$ cat src/hdl/hfc_pkg.sv
// Shared types, constants and palette function for the heatmap false-color core.
package hfc_pkg;

    localparam int PAL_SIZE  = 1024;
    localparam int PAL_BITS  = $clog2(PAL_SIZE);
    localparam int CNT_BITS  = $clog2(PAL_BITS + 1);

    typedef enum logic [1:0] {
        OP_CLEAR    = 2'd0,
        OP_MEASURE  = 2'd1,
        OP_COLORIZE = 2'd2,
        OP_UNUSED   = 2'd3
    } t_opcode;

    typedef struct packed {
        logic [7:0] red;
        logic [7:0] green;
        logic [7:0] blue;
    } t_rgb;

    function automatic t_rgb palette_color(input logic [PAL_BITS-1:0] k);
        t_rgb       c;
        logic [7:0] lo;
        lo = k[7:0];
        case (k[9:8])
            2'd0: begin
                c.red = 8'd0;   c.green = lo;     c.blue = 8'd255;
            end
            2'd1: begin
                c.red = 8'd0;   c.green = 8'd255; c.blue = ~lo;
            end
            2'd2: begin
                c.red = lo;     c.green = 8'd255; c.blue = 8'd0;
            end
            default: begin
                c.red = 8'd255; c.green = ~lo;    c.blue = 8'd0;
            end
        endcase
        return c;
    endfunction

endpackage

$ cat src/hdl/hfc_divider.sv
// Radix-2 restoring divider producing the palette index one bit per cycle.
module hfc_divider
    import hfc_pkg::*;
#(
    parameter int SAMPLE_BITS = 32
) (
    input  logic                   i_clk,
    input  logic                   i_rst_n,
    input  logic                   i_start,
    input  logic [SAMPLE_BITS-1:0] i_dividend,
    input  logic [SAMPLE_BITS-1:0] i_divisor,
    output logic                   o_busy,
    output logic                   o_done,
    output logic [PAL_BITS-1:0]    o_quotient
);

    logic [SAMPLE_BITS-1:0] r_rem,     n_rem;
    logic [SAMPLE_BITS-1:0] r_div;
    logic [PAL_BITS-1:0]    r_quo,     n_quo;
    logic [CNT_BITS-1:0]    r_count;
    logic                   r_busy;
    logic                   r_done;
    logic [SAMPLE_BITS:0]   shifted;
    logic [SAMPLE_BITS:0]   trial;

    always_comb begin
        shifted = {r_rem, 1'b0};
        trial   = shifted - {1'b0, r_div};
        if (!trial[SAMPLE_BITS]) begin
            n_rem = trial[SAMPLE_BITS-1:0];
            n_quo = {r_quo[PAL_BITS-2:0], 1'b1};
        end else begin
            n_rem = shifted[SAMPLE_BITS-1:0];
            n_quo = {r_quo[PAL_BITS-2:0], 1'b0};
        end
    end

    always_ff @(posedge i_clk) begin
        if (!i_rst_n) begin
            r_busy  <= 1'b0;
            r_done  <= 1'b0;
            r_count <= '0;
        end else begin
            r_done <= 1'b0;
            if (i_start && !r_busy) begin
                r_busy  <= 1'b1;
                r_count <= CNT_BITS'(PAL_BITS);
            end else if (r_busy) begin
                r_count <= r_count - 1'b1;
                if (r_count == CNT_BITS'(1)) begin
                    r_busy <= 1'b0;
                    r_done <= 1'b1;
                end
            end
        end
    end

    always_ff @(posedge i_clk) begin
        if (i_start && !r_busy) begin
            r_rem <= i_dividend;
            r_div <= i_divisor;
            r_quo <= '0;
        end else if (r_busy) begin
            r_rem <= n_rem;
            r_quo <= n_quo;
        end
    end

    assign o_busy     = r_busy;
    assign o_done     = r_done;
    assign o_quotient = r_quo;

endmodule

$ cat src/hdl/heatmap_false_color_core.sv
// Top level of the heatmap false-color core: range tracking, sequencer and output register.
//
//  channel | direction | handshake               | payload
//  --------+-----------+-------------------------+------------------------------------------
//  in      | input     | i_in_valid / o_in_stall | i_opcode, i_sample
//  out     | output    | o_out_valid/i_out_stall | o_red, o_green, o_blue, o_palette_index
//
// Clear and measure update the range when taken. Colorize reaches the output register in steps:
// the sample is taken, difference and span are formed, the divider forms the quotient bit by bit,
// the quotient is latched, and the index is mapped to a color; the output stage waits while stalled.
// Empty range, samples below minimum and samples at or above maximum skip the divider.
// Reset is synchronous, active low; the range returns to empty.
// A stalled result holds the output register; the next item is taken meanwhile.
module heatmap_false_color_core
    import hfc_pkg::*;
#(
    parameter int SAMPLE_BITS = 32
) (
    input  logic                          i_clk,
    input  logic                          i_rst_n,
    input  logic                          i_in_valid,
    output logic                          o_in_stall,
    input  logic [1:0]                    i_opcode,
    input  logic signed [SAMPLE_BITS-1:0] i_sample,
    output logic                          o_out_valid,
    input  logic                          i_out_stall,
    output logic [7:0]                    o_red,
    output logic [7:0]                    o_green,
    output logic [7:0]                    o_blue,
    output logic [PAL_BITS-1:0]           o_palette_index
);

    typedef enum logic [1:0] {
        S_IDLE,
        S_PREP,
        S_DIV,
        S_OUT
    } t_state;

    localparam logic signed [SAMPLE_BITS-1:0] MinReset = {1'b0, {(SAMPLE_BITS-1){1'b1}}};
    localparam logic signed [SAMPLE_BITS-1:0] MaxReset = {1'b1, {(SAMPLE_BITS-1){1'b0}}};

    t_state                          r_state;
    logic signed [SAMPLE_BITS-1:0]   r_min;
    logic signed [SAMPLE_BITS-1:0]   r_max;
    logic signed [SAMPLE_BITS-1:0]   r_sample;
    logic [PAL_BITS-1:0]             r_k;
    logic                            r_out_valid;
    logic [7:0]                      r_red, r_green, r_blue;
    logic [PAL_BITS-1:0]             r_index;

    logic                            in_xfer;
    logic                            out_free;
    logic                            div_start;
    logic                            div_busy;
    logic                            div_done;
    logic [PAL_BITS-1:0]             div_quo;
    logic [SAMPLE_BITS:0]            diff_full;
    logic [SAMPLE_BITS:0]            span_full;
    logic                            range_empty;
    logic                            below_min;
    logic                            at_max;
    t_rgb                            pix;

    assign in_xfer   = i_in_valid && !o_in_stall;
    assign out_free  = !r_out_valid || !i_out_stall;
    assign diff_full = {r_sample[SAMPLE_BITS-1], r_sample} - {r_min[SAMPLE_BITS-1], r_min};
    assign span_full = {r_max[SAMPLE_BITS-1], r_max} - {r_min[SAMPLE_BITS-1], r_min};
    assign range_empty = r_max <= r_min;
    assign below_min   = r_sample < r_min;
    assign at_max      = r_sample >= r_max;
    assign div_start   = (r_state == S_PREP) && !range_empty && !below_min && !at_max;
    assign pix         = palette_color(r_k);

    hfc_divider #(
        .SAMPLE_BITS (SAMPLE_BITS)
    ) u_div (
        .i_clk      (i_clk),
        .i_rst_n    (i_rst_n),
        .i_start    (div_start),
        .i_dividend (diff_full[SAMPLE_BITS-1:0]),
        .i_divisor  (span_full[SAMPLE_BITS-1:0]),
        .o_busy     (div_busy),
        .o_done     (div_done),
        .o_quotient (div_quo)
    );

    always_ff @(posedge i_clk) begin
        if (!i_rst_n) begin
            r_state     <= S_IDLE;
            r_min       <= MinReset;
            r_max       <= MaxReset;
            r_out_valid <= 1'b0;
        end else begin
            if (r_out_valid && !i_out_stall && r_state != S_OUT) begin
                r_out_valid <= 1'b0;
            end
            case (r_state)
                S_IDLE: begin
                    if (in_xfer) begin
                        case (i_opcode)
                            OP_CLEAR: begin
                                r_min <= MinReset;
                                r_max <= MaxReset;
                            end
                            OP_MEASURE: begin
                                if (i_sample > r_max) begin
                                    r_max <= i_sample;
                                end
                                if (i_sample < r_min) begin
                                    r_min <= i_sample;
                                end
                            end
                            OP_COLORIZE: begin
                                r_sample <= i_sample;
                                r_state  <= S_PREP;
                            end
                            default: begin
                            end
                        endcase
                    end
                end
                S_PREP: begin
                    if (range_empty || below_min) begin
                        r_k     <= '0;
                        r_state <= S_OUT;
                    end else if (at_max) begin
                        r_k     <= PAL_BITS'(PAL_SIZE - 1);
                        r_state <= S_OUT;
                    end else begin
                        r_state <= S_DIV;
                    end
                end
                S_DIV: begin
                    if (div_done) begin
                        r_k     <= div_quo;
                        r_state <= S_OUT;
                    end
                end
                S_OUT: begin
                    if (out_free) begin
                        r_out_valid <= 1'b1;
                        r_red       <= pix.red;
                        r_green     <= pix.green;
                        r_blue      <= pix.blue;
                        r_index     <= r_k;
                        r_state     <= S_IDLE;
                    end
                end
                default: begin
                    r_state <= S_IDLE;
                end
            endcase
        end
    end

    assign o_in_stall      = r_state != S_IDLE;
    assign o_out_valid     = r_out_valid;
    assign o_red           = r_red;
    assign o_green         = r_green;
    assign o_blue          = r_blue;
    assign o_palette_index = r_index;

    a_start_idle_div: assert property (@(posedge i_clk) disable iff (!i_rst_n)
        div_start |-> !div_busy)
        else $error("divider started while busy");

    a_done_in_div: assert property (@(posedge i_clk) disable iff (!i_rst_n)
        div_done |-> r_state == S_DIV)
        else $error("divider result outside divide state");

    a_colorize_prep: assert property (@(posedge i_clk) disable iff (!i_rst_n)
        (in_xfer && i_opcode == OP_COLORIZE) |=> r_state == S_PREP)
        else $error("colorize transfer did not enter prep");

    a_measure_range: assert property (@(posedge i_clk) disable iff (!i_rst_n)
        (in_xfer && i_opcode == OP_MEASURE) |=> r_min <= r_max)
        else $error("range inverted after measure");

endmodule

$ cat config.mk
export PLATFORM = sky130hd
export DESIGN_NAME = heatmap_false_color_core
export DESIGN_NICKNAME = d
export VERILOG_FILES = /design/src/hdl/hfc_pkg.sv /design/src/hdl/hfc_divider.sv /design/src/hdl/heatmap_false_color_core.sv
export SDC_FILE = /design/constraint.sdc
export NUM_CORES = 1
export LEC_CHECK = 0
export ABC_AREA = 1
export BUFFER_PORTS_ARGS = -buffer_cell sky130_fd_sc_hd__buf_2
export CAP_MARGIN = 5
export CELL_PAD_IN_SITES_DETAIL_PLACEMENT = 0
export CELL_PAD_IN_SITES_GLOBAL_PLACEMENT = 1
export CORE_MARGIN = 2
export CORE_UTILIZATION = 30
export DETAILED_ROUTE_END_ITERATION = 8
export PLACE_DENSITY = 0.65
export SLEW_MARGIN = 20
export SYNTH_ARGS = -nofsm -noshare
export SYNTH_HDL_FRONTEND = slang
export SYNTH_HIERARCHICAL = 1
export SYNTH_SLANG_ARGS = --single-unit
$ cat constraint.sdc
create_clock -name i_clk -period 6.1 [get_ports i_clk]
set_clock_uncertainty 0.1 [all_clocks]
set_input_delay 0.61 -clock i_clk [delete_from_list [all_inputs] [get_ports i_clk]]
set_output_delay 0.61 -clock i_clk [all_outputs]
set_load 0.01 [all_outputs]
==> run summary <==
Placement Cell Area -> 0.0191 mm^2
Core area -> 0.0594 mm^2
DR WL/cell -> 15.9 um
Design area -> 0.0200 mm^2
Critical path buffers and inverters -> 4
Final max-slew violation count -> 0
Top cell type by total area after synthesis -> edfxtp_1
Hold buffer count at CTS -> 0
Critical path, cell by cell -> inv_1 > ha_1 > nand2_1 > nor2_1 > nand2_1 > nor4_1 > nand2_1 > nand3b_1 > nand2_1 > nor2_1 > nand2_2 > nor2_2 > nand2_1 > buf_4 > inv_2 > buf_4
Clock period minus worst slack -> 4.34 ns
Ys flop type -> edfxtp_1
Row count -> 89
Area Overhead vs Synth -> 10.4%
Final Total Pwr -> 5.86 mW
Die W -> 250 um
Static Leakage -> 10.4 nW
Commonest non-fill, non-tap cell in the layout -> nand2_1
Power Dens Cells -> 293 mW/mm^2
Most frequent cells in the layout -> 766 x nand2_1, 406 x inv_1, 201 x ha_1
Avg Inst Size Synth -> 7.17 um^2
Sequential-to-total area share from yosys stat -> 32.4%
Initial Util -> 30.5%
Gr usage total -> 17.1%
I/O Pins -> 74
Port Buffers -> 73
Crit path max fanout -> 51
Nets -> 2819
Setup tns final -> 0 ns
Root Driver -> clkbuf_16
Post-placement cell count -> 3322
Run status -> finished clean
Mapped Area -> 0.0181 mm^2
Setup WS post-layout -> 1.76 ns
Post-CTS Setup Inserts -> 0
Worst path depth -> 16
Share of cells above drive strength 1 -> 8.28%
# DRC -> 0
Via density -> 4.67
Post-CTS Resized -> 0
Final Util -> 33.6%
Worst-Skew Late Latency -> 0.57 ns
CTS clk-pin slew, worst paths -> 0.06 ns
Slowest cell delay on critical path -> 0.65 ns
Largest net degree at the start of global routing -> 61
Mapped Nets -> 2765
CTS H-tree lvls -> 1
ANT cells -> 0
Top delay family on crit path -> simple AND/OR/NAND/NOR gates
Place WS -> 1.55 ns
CTS Buf Count -> 26
Final setup vio count -> 0
Max-slew headroom -> 41.8%
CTS tree -> yes
Post-DRT Antenna Nets -> 0
Via count -> 15700
CTS Buffer Depth -> 3
Async SR Flop Fraction -> 0%
Worst path slowest cell -> inv_2
Setup crit end kind -> flip-flop
Startpoint types -> flip-flop
Die area -> 0.0623 mm^2
Non-Filler Instances -> 3370
Post-synth EDFFs -> 140
CP required -> 6.26 ns
Synth cell types -> 55
Vias in the first global route -> 15600
Synth warnings -> 6
Slew @ Worst Pin -> 0.870 ns
Worst path arrival time -> 4.50 ns
Worst Hold Path Cells -> 1
Area contributors post-synth -> edfxtp_1 23%, nand2_1 16%, ha_1 14%, dfxtp_1 9.2%, inv_1 8.4%
Post-Route WL -> 53.5 mm
Synth top area share -> 23.3%
Worst hold slack -> 0.174 ns
DP HPWL -> 43.9 mm
WS Path Type -> reg -> reg
Final worst path period share -> 71.1%
Drt pass-1 iters -> 7
FF+latch count, synth -> 223
Final hold violation count -> 0
RSZ-0062 raised after global routing -> no
FMAX -> 0.230 GHz
Register-to-Register Path Depth -> 16
GPL Wtd Cong -> 0.889
Type of the worst min-delay path -> in -> reg
Initial DRC count -> 768
Max IR drop VDD -> 0.000204 V
Most used cell, CP -> nand2_1
Clock Sink Count -> 223
Die height -> 250 um
First-pass GRT wire length -> 85.3 mm
Maxcap violations -> 0
GRT overflow -> 0
Initial antenna violation count -> 0
Syn Inst Count -> 2523
-- power by group --
part           internal (mW)  leakage (nW)  switching (mW)  total, mW
Clock                  0.854         0.392           0.646       1.50
Combinational          0.779          8.01            1.56       2.34
Sequential              1.90          1.95           0.122       2.02
-- metal layers --
metal | global-route usage, % | vias up | wire length, um
met1 | 23.5 | 7212 | 26000
met5 | 0 | - | 0
met2 | 28.8 | 260 | 24600
li1 | - | 8207 | -
met3 | 1.34 | 65 | 1660
met4 | 4.68 | 0 | 1300
-- worst paths after layout --
| check | from | to | slack (ns) |
|---|---|---|---|
| min reg2reg | r_min[19] | r_min[19] | 0.36 |
| max reg2reg | r_max[31] | u_div/r_div[31] | 1.76 |
| min | i_sample[0] | r_sample[0] | 0.17 |
| max | r_max[31] | u_div/r_div[31] | 1.76 |
-- flip-flops by register name (all words and copies together) (netlist names), 8 cells and up --
name              cells
r_max                32
r_min                32
o_green               8
u_div/r_rem          32
o_blue                8
u_div/o_quotient     10
o_red                 8
o_palette_index      10
r_sample             32
r_k                  10
u_div/r_div          32
-- synth_stat cells, types with 3 or more instances --
cell      count
nand2_2      34
nand3_2       8
o21bai_1     16
nor2_2        7
nand3_1     181
nand2_1     766
dfxtp_1      83
ha_1        201
a31oi_1       7
a21boi_0      3
o21a_1        8
o21ai_1       5
a22oi_1       8
a21oi_2       4
nor4_1        3
inv_1       406
or2_2        13
xor2_1       36
buf_6         5
nor2_1      197
and2_1        4
buf_4        16
inv_2         5
clkbuf_1     21
nand2_4       7
o21ai_0      38
fa_1          3
o211ai_1      4
a221oi_1      4
nor3_1       22
o22ai_1       9
nand3b_1     16
a21o_1       17
xnor2_1      30
edfxtp_1    140
buf_2        11
a21oi_1     140
nand4_1      19
-- logic make-up after synthesis --
kind of cell    share of synthesized area (%)
buf+inv                                  10.5
simple gates                             30.6
compound gates                           9.00
flops                                    32.4
fa+ha+maj                                14.2
xor+xnor                                 3.20
-- layout make-up --
class                   count  area (um^2)
flip-flops and latches    223         5870
inverters                 412         1550
repair buffers             83          440
fillers                  6392        39400
well taps                 773          967
clock inverters             7         58.8
clock buffers              41          757
multi-input cells        1831        10300
Note: power is estimated with default switching activity, not from simulation.
